## src/sv/sse_pkg.sv

```systemverilog
// Shared types, constants and helper functions of the substring search engine.
package sse_pkg;

    // Needle storage is fixed by the two 64-bit needle registers.
    localparam int NEEDLE_BYTES     = 16;
    localparam int CFG_DATA_WIDTH   = 64;
    localparam int CFG_INDEX_WIDTH  = 2;
    localparam int LENGTH_WIDTH     = 5;
    localparam int MATCH_POS_WIDTH  = 32;

    typedef enum logic [CFG_INDEX_WIDTH-1:0] {
        CFG_NEEDLE_LOW    = 2'd0,
        CFG_NEEDLE_HIGH   = 2'd1,
        CFG_NEEDLE_LENGTH = 2'd2,
        CFG_FOLD_CASE     = 2'd3
    } cfg_index_t;

    typedef struct packed {
        logic [NEEDLE_BYTES-1:0][7:0] needle;
        logic [LENGTH_WIDTH-1:0]      length;
        logic                         fold;
    } sse_cfg_t;

    // Maps ASCII upper case to lower case when folding is enabled.
    function automatic logic [7:0] fold_byte(input logic [7:0] b, input logic en);
        logic [7:0] r;
        r = b;
        if (en && (b >= 8'h41) && (b <= 8'h5A))
        begin
            r = b + 8'h20;
        end
        return r;
    endfunction

endpackage

```

## src/sv/sse_if.sv

```systemverilog
// Valid/ready channel interfaces for haystack bytes and search results.
interface sse_in_if;
    import sse_pkg::*;

    logic       valid;
    logic       ready;
    logic [7:0] hay_byte;
    logic       last_byte;

    modport source (output valid, output hay_byte, output last_byte, input ready);
    modport sink   (input valid, input hay_byte, input last_byte, output ready);
endinterface

interface sse_out_if;
    import sse_pkg::*;

    logic                       valid;
    logic                       ready;
    logic                       found;
    logic [MATCH_POS_WIDTH-1:0] match_position;

    modport source (output valid, output found, output match_position, input ready);
    modport sink   (input valid, input found, input match_position, output ready);
endinterface

```

## src/sv/sse_cfg_regs.sv

```systemverilog
// Configuration register file holding the needle, its length and the fold mode.
module sse_cfg_regs
    import sse_pkg::*;
(
    input  logic                       clk,
    input  logic                       rst_n,
    input  logic                       cfg_we,
    input  logic [CFG_INDEX_WIDTH-1:0] cfg_index,
    input  logic [CFG_DATA_WIDTH-1:0]  cfg_data,
    output sse_cfg_t                   cfg
);

    logic [CFG_DATA_WIDTH-1:0] needle_low_reg;
    logic [CFG_DATA_WIDTH-1:0] needle_high_reg;
    logic [LENGTH_WIDTH-1:0]   needle_length_reg;
    logic                      fold_case_reg;

    always_ff @(posedge clk or negedge rst_n)
    begin
        if (!rst_n)
        begin
            needle_low_reg    <= '0;
            needle_high_reg   <= '0;
            needle_length_reg <= '0;
            fold_case_reg     <= 1'b0;
        end
        else if (cfg_we)
        begin
            case (cfg_index_t'(cfg_index))
                CFG_NEEDLE_LOW:    needle_low_reg    <= cfg_data;
                CFG_NEEDLE_HIGH:   needle_high_reg   <= cfg_data;
                CFG_NEEDLE_LENGTH: needle_length_reg <= cfg_data[LENGTH_WIDTH-1:0];
                CFG_FOLD_CASE:     fold_case_reg     <= cfg_data[0];
                default:           ;
            endcase
        end
    end

    assign cfg.needle = {needle_high_reg, needle_low_reg};
    assign cfg.length = needle_length_reg;
    assign cfg.fold   = fold_case_reg;

endmodule

```

## src/sv/sse_matcher.sv

```systemverilog
// Parallel compare of the needle against the byte window ending at the newest byte.
module sse_matcher
    import sse_pkg::*;
#(
    parameter int NEEDLE_MAX     = 16,
    parameter int POSITION_WIDTH = 32
)
(
    input  sse_cfg_t                         cfg,
    input  logic [NEEDLE_MAX-1:0][7:0]       window,
    input  logic [POSITION_WIDTH-1:0]        seen_now,
    output logic                             hit,
    output logic [MATCH_POS_WIDTH-1:0]       match_pos
);

    localparam int LEN_W  = $clog2(NEEDLE_MAX + 1);
    localparam int IDX_W  = (NEEDLE_MAX > 1) ? $clog2(NEEDLE_MAX) : 1;
    localparam int WIDE_W = (POSITION_WIDTH > MATCH_POS_WIDTH) ? POSITION_WIDTH
                                                               : MATCH_POS_WIDTH;

    logic [LEN_W-1:0]                len_eff;
    logic [NEEDLE_MAX-1:0][LEN_W-1:0] tap_sel;
    logic [NEEDLE_MAX-1:0]           byte_ok;
    logic [POSITION_WIDTH-1:0]       pos;
    logic [WIDE_W-1:0]               pos_wide;

    // A length above the window depth is treated as the full depth.
    assign len_eff = (cfg.length > LENGTH_WIDTH'(NEEDLE_MAX)) ? LEN_W'(NEEDLE_MAX)
                                                             : cfg.length[LEN_W-1:0];

    // Needle byte k lines up with the window tap len-1-k; taps past len are ignored.
    for (genvar k = 0; k < NEEDLE_MAX; k++)
    begin : g_cmp
        assign tap_sel[k] = len_eff - LEN_W'(1) - LEN_W'(k);
        assign byte_ok[k] = (LEN_W'(k) >= len_eff) ||
                            (fold_byte(window[tap_sel[k][IDX_W-1:0]], cfg.fold) ==
                             fold_byte(cfg.needle[k], cfg.fold));
    end

    assign hit = (len_eff == '0) ||
                 ((seen_now >= POSITION_WIDTH'(len_eff)) && (&byte_ok));

    assign pos       = (len_eff == '0) ? '0 : (seen_now - POSITION_WIDTH'(len_eff));
    assign pos_wide  = WIDE_W'(pos);
    assign match_pos = pos_wide[MATCH_POS_WIDTH-1:0];

endmodule

```

## src/sv/substring_search_engine_unit.sv

```systemverilog
// Top level of the substring search engine: input stage, search state and result register.
//
//  Channel   Dir  Word contents                      Accepted when
//  -------   ---  ---------------------------------  -----------------------------
//  in_ch     in   hay_byte, last_byte                in_ch.valid && in_ch.ready
//  out_ch    out  found, match_position              out_ch.valid && out_ch.ready
//  cfg_*     in   cfg_index, cfg_data                cfg_we high
//
// An accepted word waits in the input register; once the result register is
// free, the window compare loads its result, if any, into it, where it can be
// taken. A new word is accepted every cycle while results are taken; the
// input ready follows the result ready combinationally.
// Reset clears the needle registers, the window, the byte count and the
// match flag; after reset the block accepts words at once.
// When the result register is full and not taken, the input register holds
// its word and ready drops once both stages are occupied.
module substring_search_engine_unit
    import sse_pkg::*;
#(
    parameter int NEEDLE_MAX     = 16,
    parameter int POSITION_WIDTH = 32
)
(
    input  logic                       clk,
    input  logic                       rst_n,
    input  logic                       cfg_we,
    input  logic [CFG_INDEX_WIDTH-1:0] cfg_index,
    input  logic [CFG_DATA_WIDTH-1:0]  cfg_data,
    sse_in_if.sink                     in_ch,
    sse_out_if.source                  out_ch
);

    sse_cfg_t cfg;

    // Input stage holding one accepted word.
    logic       s1_valid_reg;
    logic       s1_valid_next;
    logic [7:0] s1_byte_reg;
    logic [7:0] s1_byte_next;
    logic       s1_last_reg;
    logic       s1_last_next;

    // Search state: the most recent bytes (entry 0 newest), the byte count of
    // the current haystack and whether a match has already been reported.
    logic [NEEDLE_MAX-1:0][7:0] window_reg;
    logic [NEEDLE_MAX-1:0][7:0] window_next;
    logic [NEEDLE_MAX-1:0][7:0] window_shift;
    logic [POSITION_WIDTH-1:0]  bytes_seen_reg;
    logic [POSITION_WIDTH-1:0]  bytes_seen_next;
    logic [POSITION_WIDTH-1:0]  seen_now;
    logic                       match_done_reg;
    logic                       match_done_next;

    // Result register.
    logic                       out_valid_reg;
    logic                       out_valid_next;
    logic                       out_found_reg;
    logic                       out_found_next;
    logic [MATCH_POS_WIDTH-1:0] out_pos_reg;
    logic [MATCH_POS_WIDTH-1:0] out_pos_next;

    logic                       out_free;
    logic                       s1_fire;
    logic                       in_fire;
    logic                       hit;
    logic [MATCH_POS_WIDTH-1:0] match_pos;
    logic                       emit;

    sse_cfg_regs u_cfg_regs (
        .clk       (clk),
        .rst_n     (rst_n),
        .cfg_we    (cfg_we),
        .cfg_index (cfg_index),
        .cfg_data  (cfg_data),
        .cfg       (cfg)
    );

    // The result register can take a new result when it is empty or being read.
    assign out_free = !out_valid_reg || out_ch.ready;
    assign s1_fire  = s1_valid_reg && out_free;
    assign in_fire  = in_ch.valid && in_ch.ready;

    assign in_ch.ready = !s1_valid_reg || s1_fire;

    // The window as it stands once the word in the input stage is shifted in.
    always_comb
    begin
        window_shift[0] = s1_byte_reg;
        for (int j = 1; j < NEEDLE_MAX; j++)
        begin
            window_shift[j] = window_reg[j-1];
        end
    end

    // The byte count saturates at all ones.
    assign seen_now = (bytes_seen_reg == '1) ? bytes_seen_reg
                                             : (bytes_seen_reg + POSITION_WIDTH'(1));

    sse_matcher #(
        .NEEDLE_MAX     (NEEDLE_MAX),
        .POSITION_WIDTH (POSITION_WIDTH)
    ) u_matcher (
        .cfg       (cfg),
        .window    (window_shift),
        .seen_now  (seen_now),
        .hit       (hit),
        .match_pos (match_pos)
    );

    // A result is due at the first match, or at the last byte without one;
    // after a match the remaining bytes of the haystack produce nothing.
    assign emit = !match_done_reg && (hit || s1_last_reg);

    always_comb
    begin
        s1_valid_next   = s1_valid_reg;
        s1_byte_next    = s1_byte_reg;
        s1_last_next    = s1_last_reg;
        window_next     = window_reg;
        bytes_seen_next = bytes_seen_reg;
        match_done_next = match_done_reg;
        out_valid_next  = out_valid_reg;
        out_found_next  = out_found_reg;
        out_pos_next    = out_pos_reg;

        if (out_ch.ready)
        begin
            out_valid_next = 1'b0;
        end

        if (s1_fire)
        begin
            s1_valid_next = 1'b0;
            if (!match_done_reg)
            begin
                window_next     = window_shift;
                bytes_seen_next = seen_now;
                match_done_next = hit;
            end
            if (emit)
            begin
                out_valid_next = 1'b1;
                out_found_next = hit;
                out_pos_next   = hit ? match_pos : '0;
            end
            // The end of a haystack restarts the search for the next one.
            if (s1_last_reg)
            begin
                window_next     = '0;
                bytes_seen_next = '0;
                match_done_next = 1'b0;
            end
        end

        if (in_fire)
        begin
            s1_valid_next = 1'b1;
            s1_byte_next  = in_ch.hay_byte;
            s1_last_next  = in_ch.last_byte;
        end
    end

    always_ff @(posedge clk or negedge rst_n)
    begin
        if (!rst_n)
        begin
            s1_valid_reg   <= 1'b0;
            window_reg     <= '0;
            bytes_seen_reg <= '0;
            match_done_reg <= 1'b0;
            out_valid_reg  <= 1'b0;
        end
        else
        begin
            s1_valid_reg   <= s1_valid_next;
            window_reg     <= window_next;
            bytes_seen_reg <= bytes_seen_next;
            match_done_reg <= match_done_next;
            out_valid_reg  <= out_valid_next;
        end
    end

    always_ff @(posedge clk)
    begin
        s1_byte_reg   <= s1_byte_next;
        s1_last_reg   <= s1_last_next;
        out_found_reg <= out_found_next;
        out_pos_reg   <= out_pos_next;
    end

    assign out_ch.valid          = out_valid_reg;
    assign out_ch.found          = out_found_reg;
    assign out_ch.match_position = out_pos_reg;

`ifndef SYNTH
    // A "not found" result always reports position zero.
    assert property (@(posedge clk) disable iff (!rst_n)
        out_valid_reg && !out_found_reg |-> out_pos_reg == '0)
        else $error("not-found result carries a nonzero position");

    // The end of a haystack leaves the search state cleared.
    assert property (@(posedge clk) disable iff (!rst_n)
        s1_fire && s1_last_reg |=> bytes_seen_reg == '0 && !match_done_reg)
        else $error("search state not restarted after last byte");

    // A word waiting for a full result register is not dropped.
    assert property (@(posedge clk) disable iff (!rst_n)
        s1_valid_reg && !out_free |=> s1_valid_reg)
        else $error("stalled input word lost");
`endif

endmodule

```

## src/flat_wrapper.sv

```systemverilog
// flat-port wrapper written by rule: the top's interface ports become plain ports
module substring_search_engine_unit_flat import sse_pkg::*;
#(
    parameter int NEEDLE_MAX     = 16,
    parameter int POSITION_WIDTH = 32
)
  (clk, rst_n, cfg_we, cfg_index, cfg_data, in_ch_valid, in_ch_hay_byte, in_ch_last_byte, in_ch_ready, out_ch_valid, out_ch_found, out_ch_match_position, out_ch_ready);
  sse_in_if in_ch_i ();
  sse_out_if out_ch_i ();
  input  logic clk;
  input  logic rst_n;
  input  logic cfg_we;
  input  logic [CFG_INDEX_WIDTH-1:0] cfg_index;
  input  logic [CFG_DATA_WIDTH-1:0] cfg_data;
  input wire logic [$bits(in_ch_i.valid)-1:0] in_ch_valid;
  input wire logic [$bits(in_ch_i.hay_byte)-1:0] in_ch_hay_byte;
  input wire logic [$bits(in_ch_i.last_byte)-1:0] in_ch_last_byte;
  output wire logic [$bits(in_ch_i.ready)-1:0] in_ch_ready;
  output wire logic [$bits(out_ch_i.valid)-1:0] out_ch_valid;
  output wire logic [$bits(out_ch_i.found)-1:0] out_ch_found;
  output wire logic [$bits(out_ch_i.match_position)-1:0] out_ch_match_position;
  input wire logic [$bits(out_ch_i.ready)-1:0] out_ch_ready;
  assign in_ch_i.valid = in_ch_valid;
  assign in_ch_i.hay_byte = in_ch_hay_byte;
  assign in_ch_i.last_byte = in_ch_last_byte;
  assign in_ch_ready = in_ch_i.ready;
  assign out_ch_valid = out_ch_i.valid;
  assign out_ch_found = out_ch_i.found;
  assign out_ch_match_position = out_ch_i.match_position;
  assign out_ch_i.ready = out_ch_ready;
  substring_search_engine_unit #(.NEEDLE_MAX(NEEDLE_MAX), .POSITION_WIDTH(POSITION_WIDTH)) u_core (.clk(clk), .rst_n(rst_n), .cfg_we(cfg_we), .cfg_index(cfg_index), .cfg_data(cfg_data), .in_ch(in_ch_i), .out_ch(out_ch_i));
endmodule
```

## config.mk

```make
export PLATFORM = sky130hd
export DESIGN_NAME = substring_search_engine_unit_flat
export DESIGN_NICKNAME = d
export VERILOG_FILES = /design/src/sv/sse_pkg.sv /design/src/sv/sse_if.sv /design/src/sv/sse_cfg_regs.sv /design/src/sv/sse_matcher.sv /design/src/sv/substring_search_engine_unit.sv /design/src/flat_wrapper.sv
export SDC_FILE = /design/constraint.sdc
export NUM_CORES = 1
export LEC_CHECK = 0
export ABC_AREA = 1
export ABC_CLOCK_PERIOD_IN_PS = 13900
export BUFFER_PORTS_ARGS = -buffer_cell sky130_fd_sc_hd__buf_2
export CORE_ASPECT_RATIO = 1.5
export CORE_MARGIN = 2
export CORE_UTILIZATION = 25
export DETAILED_ROUTE_END_ITERATION = 10
export SKIP_LAST_GASP = 1
export SLEW_MARGIN = 25
export SYNTH_ARGS = -nofsm -noshare
export SYNTH_HDL_FRONTEND = slang
export SYNTH_SLANG_ARGS = --single-unit
```

## constraint.sdc

```tcl
create_clock -name clk -period 13.9 [get_ports clk]
set_input_delay 2.085 -clock clk [delete_from_list [all_inputs] [get_ports clk]]
set_output_delay 2.085 -clock clk [all_outputs]
set_load 0.03 [all_outputs]
```

After elaboration in Yosys (flattened, before gate mapping)
Cells that the tools add are included.
W data, S select, Z words.
Word-level totals
  ROM bits: 0
  register bits: 331
  logic and storage cells: 376
  output and inout bits: 35
  latch bits: 0
  memory bits (writable): 0
  memories: 0
  bits of input ports: 80
Operators by class
  reduce and logical (&&, ||, !) cells: 102
  muxes and demuxes: 77
  equal/unequal tests: 21
  multiply operators: 0
  bitwise logic cells: 1
  add/sub/neg operators: 50
  div/mod/pow operators: 0
  shifts and indexed selects: 0
  $lt $le $gt $ge: 98
Operators with widths (count)
  $bmux W8 S4: 16
  $mux W8: 48
  $add A8 B6 Y8 const B: 32
  $ge A8 B7 Y1 const B: 32
  $le A8 B7 Y1 const B: 32
  $mux W120: 2
  $eq A8 B8 Y1: 16
  $mux W32: 3
  $lt A4 B5 Y1 const B: 16
  $logic_and A1 B1 Y1: 68
  $ge A4 B5 Y1 const A: 8
  $add A32 B1 Y32 const B: 1
  $eq A32 B32 Y1 const B: 1
  $ge A32 B5 Y1: 1
  $sub A32 B5 Y32: 1
  $sub A4 B4 Y4 const B: 8
  $ge A3 B5 Y1 const A: 4
  $logic_or A1 B1 Y1: 20
  $reduce_and A16 Y1: 1
  $sub A4 B3 Y4 const B: 4
  $reduce_and A2 Y1: 6
  $ge A1 B5 Y1 const A: 2
  $ge A2 B5 Y1 const A: 2
  $sub A4 B1 Y4 const B: 2
  13 further kinds: 23

Longest topological paths before layout
  depth in word-level cells: 19
  mapped depth: 37
  depth with buffers taken out: 32

Cells and area by module
From an unflattened synthesis, not the netlist that was laid out.
Unflattened totals
  cells, all modules: 4391
  area, all modules: 27629.0 sq um
By module, submodules not included
  sse_matcher: seq. area each 0.0 sq um, cells each 2884, area an instance 13510.5 sq um, times used 1
  substring_search_engine_unit: seq. area each 5139.9 sq um, cells each 913, area an instance 8485.6 sq um, times used 1
  sse_cfg_regs: seq. area each 3353.2 sq um, cells each 594, area an instance 5632.9 sq um, times used 1

Least setup slack after synthesis
No wires, ideal clock.
  path kind: register to register
  start point: register u_core.u_cfg_regs.needle_length_reg[4]
  end point: register u_core.out_found_reg, in the netlist u_core.out_ch.found, enable pin
  library setup time: 0.388 ns
  cell stages (with the launch flop): 35
  data required time: 13.512 ns
  buffers on the path: 7
  data arrival time: 5.054 ns
  slack: 8.459 ns
  period minus slack after synthesis: 5.441 ns
  cells stage by stage: dfrtp_1 > buf_6 > inv_6 > nand2_1 > buf_4 > buf_2 > ha_1 > inv_1 > nand3_1 > nand2_1 > buf_4 > buf_6 > ha_1 > clkbuf_1 > clkbuf_1 > nand2_1 > nand2_1 > nand2_1 > nand2_1 > ha_1 > inv_1 > nand4_1 > nand2_1 > nand2_1 > nand2_1 > nand3_1 > nand2_1 > nand2_1 > nor2_1 > nand2_1 > nor2_2 > nand3_1 > nand3_1 > nand2_1 > inv_1
Between the ends
  longest elaborated chain between the ends: 18
  elaborated cells on any way between the ends: 202
  those cells by class: 32 x add/sub; 50 x order compare; 16 x eq/ne; 49 x mux; 55 x reduce/logical
Ends and longest elaborated chain
  from (decl): RTL line sse_cfg_regs.sv:15  | logic [LENGTH_WIDTH-1:0] needle_length_reg;
  from (signal assigned): RTL line sse_cfg_regs.sv:32  | CFG_NEEDLE_LENGTH: needle_length_reg <= cfg_data[LENGTH_WIDTH-1:0];
  $gt A5 B5 Y1: RTL line sse_matcher.sv:28  | assign len_eff = (cfg.length > LENGTH_WIDTH'(NEEDLE_MAX)) ? LEN_W'(NEEDLE_MAX)
  $mux W5 (*): RTL line sse_matcher.sv:28
  $sub A4 B1 Y4: RTL line sse_matcher.sv:34  | assign tap_sel[k] = len_eff - LEN_W'(1) - LEN_W'(k);
  $sub A4 B1 Y4 (tied with other cells): RTL line sse_matcher.sv:34
  $bmux W8 S4: RTL line sse_matcher.sv:36  | (fold_byte(window[tap_sel[k][IDX_W-1:0]], cfg.fold) ==
  $mux W8 (implied by the code): RTL line sse_matcher.sv:36
  $ge A8 B7 Y1: RTL line sse_pkg.sv:28  | if (en && (b >= 8'h41) && (b <= 8'h5A))
  $logic_and A1 B1 Y1 (2 in a row): RTL line sse_pkg.sv:28
  $mux W8: RTL line sse_pkg.sv:28
  $eq A8 B8 Y1: RTL line sse_matcher.sv:36
  $logic_or A1 B1 Y1: RTL line sse_matcher.sv:35  | assign byte_ok[k] = (LEN_W'(k) >= len_eff) ||
  $reduce_and A16 Y1: RTL line sse_matcher.sv:41  | ((seen_now >= POSITION_WIDTH'(len_eff)) && (&byte_ok));
  $logic_and A1 B1 Y1: RTL line sse_matcher.sv:41
  $logic_or A1 B1 Y1 (*): RTL line sse_matcher.sv:40  | assign hit = (len_eff == '0) ||
  $logic_or A1 B1 Y1 (*): RTL line substring_search_engine_unit.sv:112  | assign emit = !match_done_reg && (hit || s1_last_reg);
  $logic_and A1 B1 Y1 (*): RTL line substring_search_engine_unit.sv:112
  $reduce_and A2 Y1 (no source line) (*)
  to (signal assigned): RTL line substring_search_engine_unit.sv:187  | out_found_reg <= out_found_next;
  to (decl): RTL line substring_search_engine_unit.sv:57  | logic out_found_reg;
Every way passes the cells marked *; elsewhere a longest branch is shown, timed or not. The select of a mux whose other input is x is not followed.
A chain may end at the register's enable or synchronous reset.

Worst setup path in the final report
  start point: register u_core.u_cfg_regs.needle_length_reg[4]
  end point: register u_core.out_pos_reg[14], in the netlist u_core.out_ch.match_position[14], enable pin
Between the ends
  longest elaborated chain between the ends: 18
  elaborated cells on any way between the ends: 202
  those cells by class: 32 x add/sub; 50 x order compare; 16 x eq/ne; 49 x mux; 55 x reduce/logical
Ends and longest elaborated chain
  $gt A5 B5 Y1: RTL line sse_matcher.sv:28
  $mux W5 (*): RTL line sse_matcher.sv:28
  $sub A4 B1 Y4: RTL line sse_matcher.sv:34
  $sub A4 B1 Y4 (tied with other cells): RTL line sse_matcher.sv:34
  $bmux W8 S4: RTL line sse_matcher.sv:36
  $mux W8 (implied by the code): RTL line sse_matcher.sv:36
  $ge A8 B7 Y1: RTL line sse_pkg.sv:28
  $logic_and A1 B1 Y1 (2 in a row): RTL line sse_pkg.sv:28
  $mux W8: RTL line sse_pkg.sv:28
  $eq A8 B8 Y1: RTL line sse_matcher.sv:36
  $logic_or A1 B1 Y1: RTL line sse_matcher.sv:35
  $reduce_and A16 Y1: RTL line sse_matcher.sv:41
  $logic_and A1 B1 Y1: RTL line sse_matcher.sv:41
  $logic_or A1 B1 Y1 (*): RTL line sse_matcher.sv:40
  $logic_or A1 B1 Y1 (*): RTL line substring_search_engine_unit.sv:112
  $logic_and A1 B1 Y1 (*): RTL line substring_search_engine_unit.sv:112
  $reduce_and A2 Y1 (no source line) (*)
  to (signal assigned): RTL line substring_search_engine_unit.sv:188  | out_pos_reg <= out_pos_next;
  to (decl): RTL line substring_search_engine_unit.sv:59  | logic [MATCH_POS_WIDTH-1:0] out_pos_reg;
Marks and branches as above.

==> summary.md <==
| Metric | Value |
|---|---|
| R2R Setup Slk | `approximately 6.1 ns` |
| DP HPWL | `between 80000 and 90000 um` |
| GRT Overall Usage | `0.185` |
| Worst Setup End Kind | `register` |
| Pleak | `0.0149 uW` |
| Std-Cell Rows | `147` |
| Crit path max-delay family | `simple AND/OR/NAND/NOR gates` |
| Final net count | `approximately 4400` |
| Hold crit path type | `reg -> reg` |
| Hold Violations, Final | `0` |
| CP Launch Type | `register` |
| Power Dens Cells | `around 180 nW/um^2` |
| Synth Instances | `4274` |
| Hold path startpoint | `u_core.u_cfg_regs.needle_high_reg[41]$_DFFE_PN0P_` |
| Buffers & Inverters on Critical Path | `7` |
| CORE AREA | `107000 um^2` |
| CTS tree | `done` |
| Final setup vio count | `0` |
| Drt first pass iters | `6` |
| Max_cap viols | `0` |
| Register area share after synthesis | `0.317` |
| Max reg flops | `120` |
| Synthesized flop and latch total | `331` |
| Placed Cells incl. Taps | `5642` |
| Final period utilization | `0.563` |
| Die footprint | `110000 um^2` |
| Gp weighted congestion | `about 0.99` |
| Headroom to the max-slew limit | `0.315` |
| Syn. warnings | `0` |
| Post-CTS sizing | `0` |
| Post-Syn Nets | `around 4400` |
| Global route overflow | `0` |
| Initial antenna violation count | `10` |
| Share of cells above drive strength 1 | `0.0719` |
| Setup repair bufs after CTS | `0` |
| Worst Reg-to-Reg Cells | `32` |
| CTS Sinks | `331` |
| Largest net degree at the start of global routing | `108` |
| Avg WL per Cell | `18.1 um` |
| Total CTS buffers | `39` |
| Fin cells | `~5700` |
| Worst-path fanout max | `87` |
| CP max stage cell | `clkinv_1` |
| Ys async rst share | `0.873` |
| Worst-Margin Slew | `1.03 ns` |
| Max Clk Rate | `0.128 GHz` |
| Hold-critical path depth | `2` |
| Setup Skew | `0.0311 ns` |
| Outcome | `completed` |
| Vias per cell | `4.90` |
| Initial core utilization | `0.251` |
| Count of cell types in the netlist | `54` |
| Clk root buf | `clkbuf_16` |
| WP data required | `14.15 ns` |
| Die height | `just over 400 um` |
| Starting DRT DRC Count | `2038` |
| Port-buffer cells | `114` |
| Unrepaired setup endpoints after global routing | `false` |
| Residual DRC count | `0` |
| Min Tclk post-route | `roughly 8 ns` |
| Vias in the first global route | `about 27000` |
| Synth-to-Final Area Change | `11.3%` |
| Top FF cell, synth | `dfrtp_1` |
| Top cell type's share of synthesized area | `0.270` |
| Clock Latency Late Sink | `0.60 ns` |
| Clock Path Buffers | `3` |
| Reg-to-Reg Start | `u_core.u_cfg_regs.needle_length_reg[4]$_DFFE_PN0P_` |
| Total routed wirelength | `104000 um` |
| Synth top area cells | `dfrtp_1 27%, nand2_1 21%, nand3_1 12%` |
| Post-route ant nets | `0` |
| Leading area contributor after synthesis | `dfrtp_1` |
| Fin Setup TNS | `0 ns` |
| Global-route wire length before repair | `157000 um` |
| Reg-to-Reg End | `u_core.out_ch.match_position[14]$_SDFFCE_PP0P_` |
| Arr. time, crit path | `8.07 ns` |
| Hold Path Sink | `u_core.u_cfg_regs.needle_high_reg[41]$_DFFE_PN0P_` |
| Top cell by count, worst path | `nand2_1` |
| H-tree levels | `2` |
| Mapped cell area | `26800 um^2` |
| Number of synthesized flops with an enable pin | `42` |
| Via Count | `28000` |
| CP peak stage delay | `0.71 ns` |
| Cts hold-fix bufs | `0` |
| Max VDD drop | `~0.084 mV` |
| I/O Pins | `about 120` |
| Slew Limit Fails | `0` |
| CTS clk-pin slew, worst paths | `around 0.070 ns` |
| Die X | `271 um` |
| WS Path Type | `reg -> reg` |
| Average cell area after synthesis | `6.28 um^2` |
## how the worst max path moves through the flow
stage | startpoint | to | slack, ns | cells past startpoint
6_report | u_core.u_cfg_regs.needle_length_reg[4]$_DFFE_PN0P_ | u_core.out_ch.match_position[14]$_SDFFCE_PP0P_ | 6.08 | 32
5_1_grt | u_core.u_cfg_regs.needle_length_reg[4]$_DFFE_PN0P_ | u_core.out_ch.match_position[14]$_SDFFCE_PP0P_ | 5.37 | 32
4_1_cts | u_core.u_cfg_regs.needle_length_reg[4]$_DFFE_PN0P_ | u_core.out_ch.match_position[3]$_SDFFCE_PP0P_ | 5.76 | 29
3_5_place_dp | u_core.u_cfg_regs.needle_length_reg[4]$_DFFE_PN0P_ | u_core.out_ch.match_position[3]$_SDFFCE_PP0P_ | 5.78 | 29
3_3_place_gp | u_core.u_cfg_regs.needle_length_reg[4]$_DFFE_PN0P_ | u_core.out_ch.match_position[3]$_SDFFCE_PP0P_ | 5.97 | 29
2_1_floorplan | u_core.u_cfg_regs.needle_length_reg[4]$_DFFE_PN0P_ | u_core.out_ch.found$_DFFE_PP_ | 8.46 | 34
## where the power goes
| group | internal (uW) | switching [uW] |
|---|---|---|
| Clock | 648 | 465 |
| Combinational | 852 | 2220 |
| Sequential | 1110 | 136 |
## metal layers
metal / track usage / wire (um) / vias to the layer above
met4: 0.143 / 9220 / 12
met2: 0.328 / 50700 / 855
met1: 0.192 / 37500 / 13000
met3: 0.0353 / 6100 / 327
li1: - / - / 13800
met5: 0 / 77 / -
## kinds of logic (layout without fill, tap and decap cells)
group | after synthesis | in the layout | share of synthesized area
and+or+nand+nor | 2629 | 2629 | 0.424
buffers and inverters | 714 | 739 | 0.107
AOI/OAI and AO/OA | 464 | 464 | 0.0999
DFF | 331 | 331 | 0.317
xor gates and xnor gates | 82 | 82 | 0.0268
adders and majority gates | 54 | 54 | 0.0255
other | 0 | 2 | 0
## cells in the mapped netlist (21+ instances only)
cell      count
o21ai_0     216
nand3_1     658
xor2_1       69
nor2_2       29
nor2_1      236
inv_1       521
nor3_1       33
o22ai_1     143
a21oi_1      21
ha_1         53
nand2_1    1515
buf_2        54
o21ai_1      26
clkbuf_1     90
edfxtp_1     42
nand4_1      59
dfrtp_1     289
## cell usage in the layout (no fill, tap or decap), types with 51 or more instances in the layout
| cell type | instances |
|---|---|
| nor2_1 | 236 |
| dfrtp_1 | 288 |
| xor2_1 | 69 |
| o22ai_1 | 143 |
| nand2_1 | 1510 |
| buf_2 | 113 |
| ha_1 | 51 |
| o21ai_0 | 215 |
| inv_1 | 520 |
| nand3_1 | 658 |
| nand4_1 | 59 |
## metrics by stage
step | area [um^2] | util | total power (uW) | setup WS (ns) | hold WS [ns]
final | 29900 | 0.280 | 5430 | 6.08 | 0.486
after global routing | 29900 | 0.280 | 5850 | 5.37 | 0.534
after CTS | 29900 | 0.280 | 5420 | 5.76 | 0.490
after detailed placement | 28500 | 0.267 | 4290 | 5.78 | 0.473
after global placement | 28500 | 0.267 | 4260 | 5.97 | 0.465
after floorplan | 26800 | - | 3390 | 8.46 | 0.453
## final cells by class
type	instances	area (um^2)
fill	12000	76800
timing repair buffer	136	746
antenna	2	5.00
sequential	331	8490
clock inverter	17	220
multi-input combinational	3229	15500
clock buffer	55	1130
inverter	531	2000
tap	1415	1770
## worst min-delay path, stage by stage (launching register included)
cell and delay [ns]:
dfrtp_1 0.34, nand2_1 0.05, o21ai_0 0.06
Note: power is estimated with default switching activity, not from simulation.
